[src/lmt_pkg.sv]
// ----------------------------------------------------------------------------
// lmt_pkg
// Shared types, character codes and classifiers for the math tokenizer.
// ----------------------------------------------------------------------------
package lmt_pkg;

  typedef enum logic [3:0] {
    KIND_IDENT    = 4'd0,
    KIND_NUMBER   = 4'd1,
    KIND_COMMAND  = 4'd2,
    KIND_LBRACE   = 4'd3,
    KIND_RBRACE   = 4'd4,
    KIND_LBRACKET = 4'd5,
    KIND_RBRACKET = 4'd6,
    KIND_LPAREN   = 4'd7,
    KIND_RPAREN   = 4'd8,
    KIND_SUP      = 4'd9,
    KIND_SUB      = 4'd10,
    KIND_OTHER    = 4'd11,
    KIND_END      = 4'd12
  } tok_kind_t;

  typedef enum logic [1:0] {
    MODE_IDLE = 2'd0,
    MODE_CMD  = 2'd1,
    MODE_NUM  = 2'd2
  } scan_mode_t;

  typedef struct packed {
    logic             push;
    logic [1:0]       n_tok;
    tok_kind_t [2:0]  kind;
  } lex_ctl_t;

  localparam int BUNDLE_DEPTH = 4;
  localparam int BPTR_W       = 2;
  localparam int BCNT_W       = 3;

  localparam logic [7:0] CH_BACKSLASH = 8'h5C;
  localparam logic [7:0] CH_DOT       = 8'h2E;
  localparam logic [7:0] CH_LBRACE    = 8'h7B;
  localparam logic [7:0] CH_RBRACE    = 8'h7D;
  localparam logic [7:0] CH_LBRACKET  = 8'h5B;
  localparam logic [7:0] CH_RBRACKET  = 8'h5D;
  localparam logic [7:0] CH_LPAREN    = 8'h28;
  localparam logic [7:0] CH_RPAREN    = 8'h29;
  localparam logic [7:0] CH_CARET     = 8'h5E;
  localparam logic [7:0] CH_UNDERSCORE = 8'h5F;
  localparam logic [7:0] CH_SPACE     = 8'h20;
  localparam logic [7:0] CH_TAB       = 8'h09;
  localparam logic [7:0] CH_CR        = 8'h0D;

  function automatic logic is_letter(input logic [7:0] c);
    return (c >= 8'h61 && c <= 8'h7A) || (c >= 8'h41 && c <= 8'h5A);
  endfunction

  function automatic logic is_digit(input logic [7:0] c);
    return c >= 8'h30 && c <= 8'h39;
  endfunction

  function automatic logic is_space(input logic [7:0] c);
    return c == CH_SPACE || (c >= CH_TAB && c <= CH_CR);
  endfunction

  function automatic tok_kind_t single_kind(input logic [7:0] c);
    tok_kind_t k;
    case (c)
      CH_LBRACE:     k = KIND_LBRACE;
      CH_RBRACE:     k = KIND_RBRACE;
      CH_LBRACKET:   k = KIND_LBRACKET;
      CH_RBRACKET:   k = KIND_RBRACKET;
      CH_LPAREN:     k = KIND_LPAREN;
      CH_RPAREN:     k = KIND_RPAREN;
      CH_CARET:      k = KIND_SUP;
      CH_UNDERSCORE: k = KIND_SUB;
      default:       k = KIND_OTHER;
    endcase
    return k;
  endfunction

endpackage

[src/lmt_lexer.sv]
// ----------------------------------------------------------------------------
// lmt_lexer
// Input register, scan state and the per-byte token group builder.
// ----------------------------------------------------------------------------
module lmt_lexer import lmt_pkg::*; #(
  parameter int OFFSET_BITS = 16
) (
  input  logic                        clk,
  input  logic                        rst,
  input  logic                        acc,
  input  logic [7:0]                  ch,
  input  logic                        eoi,
  output logic                        busy,
  output lex_ctl_t                    ctl,
  output logic [2:0][OFFSET_BITS-1:0] tok_start,
  output logic [2:0][OFFSET_BITS-1:0] tok_length
);

  localparam logic [OFFSET_BITS-1:0] OFF_MAX = '1;
  localparam logic [OFFSET_BITS-1:0] OFF_ONE = OFFSET_BITS'(1);

  logic                   in_valid;
  logic [7:0]             in_ch;
  logic                   in_eoi;
  scan_mode_t             mode, mode_next;
  logic [OFFSET_BITS-1:0] byte_position, byte_position_next;
  logic [OFFSET_BITS-1:0] pending_start, pending_start_next;
  logic [OFFSET_BITS-1:0] pending_length, pending_length_next;

  logic [OFFSET_BITS-1:0] pos_inc;
  logic [OFFSET_BITS-1:0] len_inc;
  logic                   consumed;
  scan_mode_t             mid_mode;
  logic [3:0]             cv;
  tok_kind_t              ck [4];
  logic [OFFSET_BITS-1:0] cs [4];
  logic [OFFSET_BITS-1:0] cl [4];
  logic [2:0]             idx;

  assign pos_inc = (byte_position == OFF_MAX) ? byte_position : byte_position + OFF_ONE;
  assign len_inc = (pending_length == OFF_MAX) ? pending_length : pending_length + OFF_ONE;

  always_comb begin
    consumed            = 1'b0;
    mid_mode            = mode;
    pending_start_next  = pending_start;
    pending_length_next = pending_length;
    byte_position_next  = pos_inc;
    cv = '0;
    for (int i = 0; i < 4; i++) begin
      ck[i] = KIND_OTHER;
      cs[i] = '0;
      cl[i] = '0;
    end

    case (mode)
      MODE_CMD: begin
        if (is_letter(in_ch)) begin
          pending_length_next = len_inc;
          consumed = 1'b1;
        end else begin
          cv[0] = 1'b1;
          ck[0] = KIND_COMMAND;
          cs[0] = pending_start;
          cl[0] = pending_length;
          mid_mode = MODE_IDLE;
        end
      end
      MODE_NUM: begin
        if (is_digit(in_ch) || in_ch == CH_DOT) begin
          pending_length_next = len_inc;
          consumed = 1'b1;
        end else begin
          cv[0] = 1'b1;
          ck[0] = KIND_NUMBER;
          cs[0] = pending_start;
          cl[0] = pending_length;
          mid_mode = MODE_IDLE;
        end
      end
      default: begin
        mid_mode = MODE_IDLE;
      end
    endcase

    if (!consumed && !is_space(in_ch)) begin
      if (in_ch == CH_BACKSLASH) begin
        mid_mode = MODE_CMD;
        pending_start_next  = pos_inc;
        pending_length_next = '0;
      end else if (is_digit(in_ch)) begin
        mid_mode = MODE_NUM;
        pending_start_next  = byte_position;
        pending_length_next = OFF_ONE;
      end else begin
        cv[1] = 1'b1;
        ck[1] = is_letter(in_ch) ? KIND_IDENT : single_kind(in_ch);
        cs[1] = byte_position;
        cl[1] = OFF_ONE;
      end
    end

    mode_next = mid_mode;
    if (in_eoi) begin
      if (mid_mode == MODE_CMD || mid_mode == MODE_NUM) begin
        cv[2] = 1'b1;
        ck[2] = (mid_mode == MODE_CMD) ? KIND_COMMAND : KIND_NUMBER;
        cs[2] = pending_start_next;
        cl[2] = pending_length_next;
      end
      cv[3] = 1'b1;
      ck[3] = KIND_END;
      cs[3] = pos_inc;
      cl[3] = '0;
      mode_next           = MODE_IDLE;
      byte_position_next  = '0;
      pending_start_next  = '0;
      pending_length_next = '0;
    end
  end

  // pack the present tokens into the low slots of the group
  always_comb begin
    idx = '0;
    ctl.kind   = {3{KIND_OTHER}};
    tok_start  = '0;
    tok_length = '0;
    for (int i = 0; i < 4; i++) begin
      if (cv[i]) begin
        if (idx < 3'd3) begin
          ctl.kind[idx[1:0]]   = ck[i];
          tok_start[idx[1:0]]  = cs[i];
          tok_length[idx[1:0]] = cl[i];
        end
        idx = idx + 3'd1;
      end
    end
    ctl.n_tok = idx[1:0];
    ctl.push  = in_valid && (idx != 3'd0);
  end

  assign busy = in_valid;

  always_ff @(posedge clk) begin
    if (rst) begin
      in_valid       <= 1'b0;
      mode           <= MODE_IDLE;
      byte_position  <= '0;
      pending_start  <= '0;
      pending_length <= '0;
    end else begin
      in_valid <= acc;
      if (in_valid) begin
        mode           <= mode_next;
        byte_position  <= byte_position_next;
        pending_start  <= pending_start_next;
        pending_length <= pending_length_next;
      end
    end
  end

  always_ff @(posedge clk) begin
    if (acc) begin
      in_ch  <= ch;
      in_eoi <= eoi;
    end
  end

endmodule

[src/lmt_token_queue.sv]
// ----------------------------------------------------------------------------
// lmt_token_queue
// Queue of token groups, drained one token per transfer.
// ----------------------------------------------------------------------------
module lmt_token_queue import lmt_pkg::*; #(
  parameter int OFFSET_BITS = 16
) (
  input  logic                        clk,
  input  logic                        rst,
  input  lex_ctl_t                    ctl,
  input  logic [2:0][OFFSET_BITS-1:0] tok_start,
  input  logic [2:0][OFFSET_BITS-1:0] tok_length,
  output logic [BCNT_W-1:0]           count,
  output logic                        out_valid,
  input  logic                        out_ready,
  output tok_kind_t                   out_kind,
  output logic [OFFSET_BITS-1:0]      out_start,
  output logic [OFFSET_BITS-1:0]      out_length,
  output logic                        out_last
);

  tok_kind_t [2:0]             q_kind   [BUNDLE_DEPTH];
  logic [1:0]                  q_n      [BUNDLE_DEPTH];
  logic [2:0][OFFSET_BITS-1:0] q_start  [BUNDLE_DEPTH];
  logic [2:0][OFFSET_BITS-1:0] q_length [BUNDLE_DEPTH];

  logic [BPTR_W-1:0] wr_ptr, rd_ptr;
  logic [1:0]        tok_idx;
  logic              pop;

  assign out_valid  = count != '0;
  assign out_kind   = q_kind[rd_ptr][tok_idx];
  assign out_start  = q_start[rd_ptr][tok_idx];
  assign out_length = q_length[rd_ptr][tok_idx];
  assign out_last   = tok_idx == (q_n[rd_ptr] - 2'd1);
  assign pop        = out_valid && out_ready && out_last;

  always_ff @(posedge clk) begin
    if (rst) begin
      wr_ptr  <= '0;
      rd_ptr  <= '0;
      count   <= '0;
      tok_idx <= '0;
    end else begin
      if (ctl.push) begin
        wr_ptr <= wr_ptr + BPTR_W'(1);
      end
      if (out_valid && out_ready) begin
        tok_idx <= out_last ? 2'd0 : tok_idx + 2'd1;
      end
      if (pop) begin
        rd_ptr <= rd_ptr + BPTR_W'(1);
      end
      count <= count + BCNT_W'(ctl.push) - BCNT_W'(pop);
    end
  end

  always_ff @(posedge clk) begin
    if (ctl.push) begin
      q_kind[wr_ptr]   <= ctl.kind;
      q_n[wr_ptr]      <= ctl.n_tok;
      q_start[wr_ptr]  <= tok_start;
      q_length[wr_ptr] <= tok_length;
    end
  end

endmodule

[src/latex_math_tokenizer_unit.sv]
// ----------------------------------------------------------------------------
// latex_math_tokenizer_unit
// Streaming lexer for math markup: one byte in, zero to three tokens out.
// ----------------------------------------------------------------------------
// Takes one byte per cycle while input ready is high. An accepted byte is held
// in the input register and lexed from there; its token group is written into
// the group queue, from which tokens leave one per cycle while the sink is
// ready. A byte may give up to three (flushed token, own token, end token),
// held as one group in a four-entry group queue. Input ready drops while that
// queue, with the byte in the lexing register, has no free group slot, so the
// sustained rate is one byte per cycle while bytes average at most one token
// each and the sink is ready. No clearing pass after reset.
module latex_math_tokenizer_unit import lmt_pkg::*; #(
  parameter int OFFSET_BITS = 16
) (
  input  logic clk,
  input  logic rst,
  input  logic s_tvalid,
  output logic s_tready,
  input  logic [7:0] s_tdata,   // ch
  input  logic s_tlast,         // end_of_input
  output logic m_tvalid,
  input  logic m_tready,
  output logic [((4 + 2 * OFFSET_BITS + 7) / 8) * 8 - 1:0] m_tdata, // tok_kind, tok_start, tok_length
  output logic m_tlast          // run_last
);

  localparam int TDATA_W = ((4 + 2 * OFFSET_BITS + 7) / 8) * 8;

  logic                        acc;
  logic                        busy;
  lex_ctl_t                    ctl;
  logic [2:0][OFFSET_BITS-1:0] tok_start;
  logic [2:0][OFFSET_BITS-1:0] tok_length;
  logic [BCNT_W-1:0]           q_count;
  tok_kind_t                   out_kind;
  logic [OFFSET_BITS-1:0]      out_start;
  logic [OFFSET_BITS-1:0]      out_length;

  assign s_tready = (q_count + BCNT_W'(busy)) < BCNT_W'(BUNDLE_DEPTH);
  assign acc      = s_tvalid && s_tready;

  lmt_lexer #(.OFFSET_BITS(OFFSET_BITS)) u_lexer (
    .clk        (clk),
    .rst        (rst),
    .acc        (acc),
    .ch         (s_tdata),
    .eoi        (s_tlast),
    .busy       (busy),
    .ctl        (ctl),
    .tok_start  (tok_start),
    .tok_length (tok_length)
  );

  lmt_token_queue #(.OFFSET_BITS(OFFSET_BITS)) u_queue (
    .clk        (clk),
    .rst        (rst),
    .ctl        (ctl),
    .tok_start  (tok_start),
    .tok_length (tok_length),
    .count      (q_count),
    .out_valid  (m_tvalid),
    .out_ready  (m_tready),
    .out_kind   (out_kind),
    .out_start  (out_start),
    .out_length (out_length),
    .out_last   (m_tlast)
  );

  assign m_tdata = TDATA_W'({out_length, out_start, out_kind});

  a_count_bound: assert property (@(posedge clk) disable iff (rst)
    q_count <= BCNT_W'(BUNDLE_DEPTH))
    else $error("token group queue count out of range");

  a_no_push_full: assert property (@(posedge clk) disable iff (rst)
    ctl.push |-> q_count < BCNT_W'(BUNDLE_DEPTH))
    else $error("token group pushed into full queue");

  a_push_nonempty: assert property (@(posedge clk) disable iff (rst)
    ctl.push |-> ctl.n_tok != 2'd0)
    else $error("empty token group pushed");

  a_accept_lexes: assert property (@(posedge clk) disable iff (rst)
    (s_tvalid && s_tready) |=> busy)
    else $error("accepted byte not lexed");

endmodule
[config.mk]
export PLATFORM = sky130hd
export DESIGN_NAME = latex_math_tokenizer_unit
export DESIGN_NICKNAME = d
export VERILOG_FILES = /design/src/lmt_pkg.sv /design/src/lmt_lexer.sv /design/src/lmt_token_queue.sv /design/src/latex_math_tokenizer_unit.sv
export SDC_FILE = /design/constraint.sdc
export NUM_CORES = 1
export LEC_CHECK = 0
export BUFFER_PORTS_ARGS = -buffer_cell sky130_fd_sc_hd__buf_2
export CAP_MARGIN = 20
export CORE_AREA = 2 2 333 236
export CTS_CLUSTER_DIAMETER = 120
export DETAILED_ROUTE_END_ITERATION = 8
export DIE_AREA = 0 0 335 238
export PLACE_DENSITY = 0.4
export REMOVE_ABC_BUFFERS = 1
export SLEW_MARGIN = 20
export SYNTH_ARGS = -nofsm -noshare
export SYNTH_HDL_FRONTEND = slang
export SYNTH_SLANG_ARGS = --single-unit
export TNS_END_PERCENT = 100
[constraint.sdc]
create_clock -name clk -period 7.9 [get_ports clk]
set_clock_uncertainty 0.15 [all_clocks]
set_input_delay 0.79 -clock clk [delete_from_list [all_inputs] [get_ports clk]]
set_output_delay 0.79 -clock clk [all_outputs]
set_load 0.02 [all_outputs]
==> impl_metrics.yaml, run 1 <==
sta:
  finalSetupTns_ns: 0
  maxSlewViolCount: 0
  slew-limit-headroom: 0.262
  finalHoldViolCount: 0
  grt_setup_unrepaired: "no"
  max_freq_mhz: 159
  min_period_ns: 6.29
  final.period_utilization: 0.796
  report.final.setup_viol: 0
  tightest_slew_ns: 1.11
layout:
  drive_above_1_share: 0.183
  final_cell_mix: "edfxtp_1 (449), nand2_1 (136), nor2_1 (131)"
  fin_util: 0.339
  layout.nets: 1649
  syn2layout_area_growth_pct: 13.7
  final_common_cell: "edfxtp_1"
clock_tree:
  tritoncts: "done"
  clk_pin_slew_ns: 0.06
  cts_made_buffers: 53
  clk_path_buf_depth: 3
  clk_latency_ns: 0.61
  clk_root_buffer_cell: "clkbuf_16"
  cts_hold_buffers: 0
  post-cts-setup-buffers: 0
  cts.repair.resized: 0
  cts_sinks: 511
  h-tree-depth: 2
routing:
  drt_wl_total_um: 66300
  routed.top_layer: "met4"
  drtAntennaViolNets: 0
  drt_iter0_drc: 1454
  m1WireLength_um: 33300
  met3_wirelength_um: 4160
  wl_met2_um: 27600
  drc: 0
  dr.pass1.iters: 5
  routedWlPerCell_um: 24.9
  vias: 14100
  vias_per_cell: 5.30
floorplan:
  rows: 85
  core_area_mm2: 0.0764
  io_pins: 56
  die-area_mm2: 0.0797
  die_w_um: 335
  die_h_um: 238
  initial_utilization: 0.298
yosys:
  syn-cell-area_mm2: 0.0227
  synth_edf_count: 449
  synth_flop_cell: "edfxtp_1"
  ys_seq_area_frac: 0.648
  synth_area_per_cell_um2: 14.3
  yosysUniqueCellTypes: 81
  ys_ff_latch: 511
  yosysWarnings: 0
  synthArstFlopShare: 0
  synthCells: 1593
pwr:
  clock_power_share: 0.377
  intPower_mw: 4.89
  swShare: 0.264
  p_leak_nw: 7.76
  comb_power_share: 0.147
  vdd_drop_max_uv: 149
  powerDensity_mw_per_mm2: 257
  p_switching_mw: 1.75
  pwr-share-seq: 0.476
setup_path:
  crit_arrival_ns: 6.43
  cp_max_fo: 17
  critPathLaunchType: "flop"
  crit_required_ns: 8.04
  worstSetupPathType: "reg2reg"
  critPathCaptureType: "flop"
outcome:
  status: "completed"
flow_run:
  max_cap_viol_count: 0
placement:
  hpwl_um: 40600
  routabilityCongestion: 0.838
  io_buffers: 51
grt:
  grt_pass1_wl_um: 97900
  grt_overflow_total: 0
  grt_max_degree: 83
  grt_pass1_vias: 14100
  antenna_found_initial: 0
  grt_usage: 0.167
min_path:
  hold_path.class: "in2reg"
==> metal layers <==
metal / up-vias / GRT usage
met5: - / 0
met4: 0 / 0.0394
met3: 96 / 0.0345
met2: 451 / 0.236
met1: 7279 / 0.259
li1: 6292 / -
==> kinds of logic (layout without fill, tap and decap cells) <==
group / after synthesis / in the layout / synth area share
buffers and inverters: 142 / 210 / 0.0266
xor gates and xnor gates: 19 / 19 / 0.00732
muxes: 153 / 153 / 0.128
AOI/OAI and AO/OA: 326 / 326 / 0.0921
other: 1 / 5 / 0.000165
and+or+nand+nor: 424 / 424 / 0.0888
adders and majority gates: 17 / 17 / 0.00968
DFF: 511 / 511 / 0.648
==> worst paths after layout <==
path | startpoint | end | slack (ns) | cells after the start
max | u_lexer.in_ch[0] | u_queue.q_length[3][9] | 1.61 | 12
min | s_tdata[5] | u_lexer.in_ch[5] | 0.20 | 1
max reg2reg | u_lexer.in_ch[0] | u_queue.q_length[3][9] | 1.61 | 12
min reg2reg | u_lexer.pending_start[5] | u_lexer.pending_start[5] | 0.35 | 2
==> power by group through the flow <==
stage               clock [mW]  sequential (mW)  combinational, mW
floorplan                    0             3.24              0.629
global placement             0             3.22               1.01
detailed placement           0             3.22               1.00
CTS                       2.59             3.17               1.00
global route              2.69             3.18               1.07
finish                    2.51             3.16              0.975
==> per-stage QoR <==
stage          hold WS (ns)  cells  instance area, µm²  total power [mW]  setup slack, ns
6_report              0.204   2665               25800              6.64             1.61
5_1_grt               0.172   2664               25800              6.94             1.19
4_1_cts               0.163   2663               25800              6.76             1.68
3_5_place_dp          0.333   2563               24100              4.22             1.69
3_3_place_gp          0.329   2563               24100              4.22             1.93
2_1_floorplan         0.297   1480               22200              3.87            0.212
==> worst max-delay path, stage by stage, from the launching register on <==
cell      delay [ns]
edfxtp_1        0.54
or4_1           0.58
o21ai_0         0.25
or4_4           0.21
and2_1          0.58
o21ai_1         0.21
inv_1           0.10
ha_1            0.31
nor2b_1         0.40
nand3_1         0.53
nor2_1          0.86
nand2_1         0.46
o21ai_0         0.79
==> synthesized netlist by cell type, types with 4 or more instances <==
| cell | number | area (µm²) |
|---|---|---|
| a211oi_1 | 12 | 90.1 |
| a21oi_1 | 48 | 240 |
| a221oi_1 | 10 | 87.6 |
| a22o_1 | 6 | 52.6 |
| a22oi_1 | 23 | 173 |
| a31oi_1 | 18 | 113 |
| a32oi_1 | 5 | 43.8 |
| and2_1 | 16 | 100 |
| and3_1 | 9 | 56.3 |
| and4_1 | 5 | 43.8 |
| buf_1 | 18 | 67.6 |
| buf_2 | 20 | 100 |
| buf_4 | 8 | 60.1 |
| clkbuf_1 | 68 | 255 |
| dfxtp_1 | 62 | 1240 |
| edfxtp_1 | 449 | 13500 |
| ha_1 | 16 | 200 |
| inv_1 | 25 | 93.8 |
| mux2i_1 | 43 | 430 |
| mux4_2 | 110 | 2480 |
| nand2_1 | 136 | 510 |
| nand2b_1 | 7 | 43.8 |
| nand3_1 | 26 | 130 |
| nand3b_1 | 4 | 30.0 |
| nand4_1 | 13 | 81.3 |
| nor2_1 | 132 | 495 |
| nor2b_1 | 13 | 81.3 |
| nor3_1 | 20 | 100 |
| nor3b_1 | 4 | 30.0 |
| nor4_1 | 11 | 68.8 |
| o211ai_1 | 5 | 37.5 |
| o21ai_0 | 115 | 576 |
| o21ai_1 | 9 | 45.0 |
| o221ai_1 | 10 | 87.6 |
| o22ai_1 | 15 | 93.8 |
| o2bb2ai_1 | 6 | 52.6 |
| o31ai_1 | 4 | 30.0 |
| or2_2 | 4 | 25.0 |
| or3_1 | 5 | 31.3 |
| xnor2_1 | 12 | 105 |
| xor2_1 | 7 | 61.3 |
==> sequential cells by signal, indices dropped and copies added (netlist names), 3 cells and up, named ones only <==
register and cells:
u_lexer.byte_position 16, u_lexer.pending_length 16, u_lexer.in_ch 8, u_queue.q_n 8
u_queue.q_kind 48, u_queue.count 3, u_lexer.pending_start 16, u_queue.q_start 192
u_queue.q_length 192
==> layout make-up <==
| cell class | count | area (µm²) |
|---|---|---|
| tap | 1000 | 1250 |
| fill | 7428 | 50500 |
| clock inverter | 25 | 201 |
| sequential | 511 | 14700 |
| multi-input combinational | 943 | 7460 |
| antenna | 1 | 2.50 |
| timing repair buffer | 84 | 566 |
| clock buffer | 75 | 1530 |
| inverter | 26 | 100 |
Power figures use the tool's default switching activity.
==> inputs of run 2 (changes only) <==
Clock period 7.9 ns to 6.1 ns, I/O delays scaled along.
==> run 2 against run 1 <==
  * Design area is 0.22% higher
  * Sequential power increased by 29%
  * Core utilization grew 0.075 points
  * Register-to-register slack lost 0.81 ns
  * Sequential share of layout area fell by 0.13 points
  * Highest routed layer unchanged
  * Die area did not move
==> impl_metrics.yaml, run 2 (synthesis results as in run 1) <==
layout:
  nFillCells: 7409
  reg.largest.list: "u_queue.q_length: 192 flops, u_queue.q_start: 192 flops, u_queue.q_kind: 48 flops"
  diodes: 0
  design_area_mm2: 0.0259
  drive_above_1_share: 0.185
  layout.nets: 1665
  syn2layout_area_growth_pct: 13.9
  final_cells: 2673
  final_common_cell: "edfxtp_1"
  final_cell_mix: "edfxtp_1 (449), nand2_1 (136), nor2_1 (131)"
floorplan:
  die_w_um: 335
  core_area_mm2: 0.0764
  rows: 85
  die_h_um: 238
  initial_utilization: 0.298
  io_pins: 56
  die-area_mm2: 0.0797
setup_path:
  crit_arrival_ns: 5.41
  max_stage_delay_ns: 0.86
  r2r_cells: 14
  cp_num_buf_inv: 2
  cp-endpoint: "u_queue.q_start[3][34]"
  path_cells: "nor4b_2, nand4_1, a211o_1, and2_1, buf_4, o21ai_1, inv_1, ha_1, nor2b_1, xnor2_1, ha_1, o311a_1, nand2_1, o21ai_0"
  r2r_slack_ns: 0.80
  crit_top_cell: "ha_1"
  setup.worst_path.start: "u_lexer.in_ch[7]"
  critPathCaptureType: "flop"
  rr_endpoint: "u_queue.q_start[3][34]"
  worstSetupPathType: "reg2reg"
  critPathLaunchType: "flop"
  rr_startpoint: "u_lexer.in_ch[7]"
  cp_max_fo: 17
  crit_family: "compound AO/OA/AOI/OAI gates"
  crit_required_ns: 6.21
  cp.depth: 14
  slowest_stage: "o21ai_0"
sta:
  maxSlewViolCount: 0
  final.period_utilization: 0.869
  report.final.setup_viol: 0
  min_period_ns: 5.30
  tightest_slew_ns: 1.05
  grt_setup_unrepaired: "no"
  finalHoldViolCount: 0
  slew-limit-headroom: 0.296
  fin_hold_ws_ns: 0.0495
  max_freq_mhz: 189
clock_tree:
  cts_made_buffers: 51
  cts_sinks: 511
  clk_latency_ns: 0.61
  h-tree-depth: 2
  clk_path_buf_depth: 3
  cts.repair.resized: 0
  cts_hold_buffers: 0
  post-cts-setup-buffers: 0
  tritoncts: "done"
  clk_root_buffer_cell: "clkbuf_16"
  clk_pin_slew_ns: 0.06
pwr:
  intPower_mw: 6.27
  comb_power_share: 0.153
  swShare: 0.266
  p_switching_mw: 2.27
  powerDensity_mw_per_mm2: 329
  pwr-share-seq: 0.479
  p_leak_nw: 7.80
  vdd_drop_max_uv: 185
  clock_power_share: 0.368
routing:
  dr.pass1.iters: 5
  met3_wirelength_um: 3230
  drt_iter0_drc: 1404
  routedWlPerCell_um: 25.0
  drt_wl_total_um: 66700
  drc: 0
  routed.top_layer: "met4"
  vias_per_cell: 5.30
  vias: 14200
  m1WireLength_um: 32900
  wl_met2_um: 29200
  drtAntennaViolNets: 0
grt:
  grt_max_degree: 61
  antenna_found_initial: 1
  grt_pass1_wl_um: 99100
  grt_overflow_total: 0
  grt_usage: 0.168
  grt_pass1_vias: 14200
placement:
  dp_cells: 2581
  routabilityCongestion: 0.873
  hpwl_um: 42700
  place_area_mm2: 0.0243
  io_buffers: 51
min_path:
  hold_path.class: "in2reg"
flow_run:
  max_cap_viol_count: 0
outcome:
  status: "completed"
-- run 2: worst min path at each step --
stage | startpoint | to | slack (ns) | cells after the start
2_1_floorplan | u_lexer.pending_start[1] | u_lexer.pending_start[1] | 0.30 | 2
3_3_place_gp | u_lexer.pending_start[1] | u_lexer.pending_start[1] | 0.32 | 2
3_5_place_dp | u_lexer.pending_start[13] | u_lexer.pending_start[13] | 0.33 | 2
4_1_cts | s_tdata[3] | u_lexer.in_ch[3] | 0.003 | 1
5_1_grt | s_tdata[5] | u_lexer.in_ch[5] | 0.03 | 1
6_report | s_tdata[3] | u_lexer.in_ch[3] | 0.05 | 1
-- run 2: power groups by stage --
stage,sequential (mW),clock (mW),combinational (mW)
2_1_floorplan,4.19,0,0.815
3_3_place_gp,4.16,0,1.35
3_5_place_dp,4.17,0,1.35
4_1_cts,4.09,3.23,1.35
5_1_grt,4.11,3.36,1.42
6_report,4.09,3.14,1.30
-- run 2: metrics by stage --
step,util,setup WS [ns],total power [mW],TNS (ns)
after floorplan,-,-1.59,5.01,-234.75
after global placement,0.318,1.03,5.51,0
after detailed placement,0.318,0.886,5.52,0
after CTS,0.339,0.845,8.68,0
after global routing,0.339,0.429,8.89,0
final,0.339,0.797,8.53,0
-- run 2: area by class of cell --
type / instances / area, µm² / share of cell area
clock buffer: 62 / 1360 / 0.0525
clock inverter: 29 / 268 / 0.0103
inverter: 26 / 100 / 0.00386
multi-input combinational: 943 / 7440 / 0.287
sequential: 511 / 14700 / 0.569
tap: 1000 / 1250 / 0.0483
timing repair buffer: 102 / 751 / 0.0290
-- run 2: per-layer routing --
metal / global-route usage / vias up
met5: 0 / -
met4: 0.0413 / 0
met3: 0.0249 / 80
met2: 0.252 / 364
met1: 0.254 / 7400
li1: - / 6324
==> inputs of run 3 (changes only) <==
Clock period 6.1 ns to 5 ns, I/O delays scaled along.
==> run 3 against run 2 <==
  * Critical endpoint is now u_queue.q_start[2][12]
  * Core utilization rose by 0.78 points
  * Cell count up 1.9%
  * Largest cell class unchanged
  * Combinational power rose by 28%
  * Die area did not move
  * Sequential share of layout area is 1.3 points lower
==> impl_metrics.yaml, run 3 (synthesis results as in run 1) <==
outcome:
  status: "completed"
floorplan:
  die_w_um: 335
  die_h_um: 238
  initial_utilization: 0.298
  core_area_mm2: 0.0764
  die-area_mm2: 0.0797
  rows: 85
  io_pins: 56
layout:
  reg.largest.list: "u_queue.q_length: 192 flops, u_queue.q_start: 192 flops, u_queue.q_kind: 48 flops"
  fin_util: 0.347
  syn2layout_area_growth_pct: 16.5
  drive_above_1_share: 0.202
  diodes: 0
  final_cell_mix: "edfxtp_1 (449), nand2_1 (136), nor2_1 (131)"
  final_common_cell: "edfxtp_1"
  layout.nets: 1711
placement:
  routabilityCongestion: 0.865
  io_buffers: 51
  hpwl_um: 42700
clock_tree:
  clk_path_buf_depth: 3
  clk_pin_slew_ns: 0.06
  cts_sinks: 511
  clk_root_buffer_cell: "clkbuf_16"
  clk_latency_ns: 0.62
  h-tree-depth: 2
  tritoncts: "done"
  cts_made_buffers: 54
sta:
  finalSetupTns_ns: 0
  max_freq_mhz: 216
  grt_setup_unrepaired: "no"
  final.period_utilization: 0.925
  fin_hold_ws_ns: 0.128
  slew-limit-headroom: 0.229
  tightest_slew_ns: 1.14
  maxSlewViolCount: 0
  min_period_ns: 4.62
  report.final.setup_viol: 0
  finalHoldViolCount: 0
pwr:
  comb_power_share: 0.156
  pwr-share-seq: 0.464
  p_switching_mw: 2.77
  powerDensity_mw_per_mm2: 401
  p_leak_nw: 8.10
  intPower_mw: 7.86
  swShare: 0.261
  clock_power_share: 0.380
  vdd_drop_max_uv: 272
setup_path:
  crit_required_ns: 5.18
  worstSetupPathType: "reg2reg"
  crit_arrival_ns: 4.80
  cp_max_fo: 11
  critPathLaunchType: "flop"
  r2r_cells: 13
  critPathCaptureType: "flop"
  max_stage_delay_ns: 0.63
  cp_num_buf_inv: 1
  cp.depth: 13
  crit_family: "simple AND/OR/NAND/NOR gates"
  slowest_stage: "nor3_2"
  path_cells: "or3_1, or4b_1, o32a_1, nand3_2, nor2_1, ha_1, nand2_1, nand3_1, o311ai_2, nor3_2, buf_4, a221oi_1, o22ai_1"
routing:
  drt_wl_total_um: 66300
  vias_per_cell: 5.25
  routedWlPerCell_um: 24.3
  drc: 0
  dr.pass1.iters: 6
  drt_iter0_drc: 1378
  drtAntennaViolNets: 0
  vias: 14300
flow_run:
  max_cap_viol_count: 0
min_path:
  worstHoldPathCells: 4
  hold_path.class: "in2reg"
grt:
  grt_pass1_vias: 14400
  grt_max_degree: 96
  grt_pass1_wl_um: 98400
  antenna_found_initial: 1
  grt_overflow_total: 0
  grt_usage: 0.166
==> run 3: area by class of cell <==
| class | instances | area, µm² |
|---|---|---|
| fill | 7402 | 49900 |
| sequential | 511 | 14700 |
| multi-input combinational | 943 | 7460 |
| clock buffer | 80 | 1530 |
| tap | 1000 | 1250 |
| timing repair buffer | 145 | 1190 |
| clock inverter | 20 | 229 |
| inverter | 26 | 100 |
==> run 3: timing repair <==
action                                 CTS  global route
setup endpoints to repair                0           422
hold buffers                             9             0
resized for setup                        0             5
endpoints found under the hold margin    9             0
buffers inserted                         0             2
==> run 3: worst paths after layout <==
| path | from | to | slack, ns |
|---|---|---|---|
| setup / recovery | u_lexer.in_ch[7] | u_queue.q_start[2][12] | 0.38 |
| hold / removal | m_tready | u_queue.tok_idx[1] | 0.13 |
| setup reg to reg | u_lexer.in_ch[7] | u_queue.q_start[2][12] | 0.38 |
| hold reg to reg | u_lexer.pending_start[13] | u_lexer.pending_start[13] | 0.35 |
==> run 3: metrics by stage <==
step | cell area [µm²] | setup WS [ns] | cells | power (mW)
after floorplan | 22200 | -2.69 | 1480 | 6.11
after global placement | 24500 | 0.249 | 2613 | 6.73
after detailed placement | 24500 | 0.166 | 2613 | 6.73
after CTS | 26400 | 0.138 | 2722 | 10.8
after global routing | 26500 | 0.0954 | 2725 | 11.1
final | 26500 | 0.377 | 2725 | 10.6
==> run 3: worst min-delay path: stages <==
cell and delay, ns:
buf_2 0.08, nand2_1 0.11, nand2_1 0.09, a21oi_1 0.06
==> run 3: layer usage <==
layer / wire [µm] / vias to the layer above / global-route usage
met1: 32400 / 7369 / 0.246
met5: 0 / - / 0
met2: 29000 / 420 / 0.251
li1: - / 6418 / -
met4: 1610 / 0 / 0.0453
met3: 3350 / 98 / 0.0280
==> run 3: power groups by stage <==
stage / sequential, mW / clock [mW] / combinational, mW
floorplan: 5.12 / 0 / 0.994
global placement: 5.03 / 0 / 1.70
detailed placement: 5.03 / 0 / 1.70
CTS: 4.94 / 4.16 / 1.71
global route: 4.96 / 4.34 / 1.81
finish: 4.94 / 4.04 / 1.66
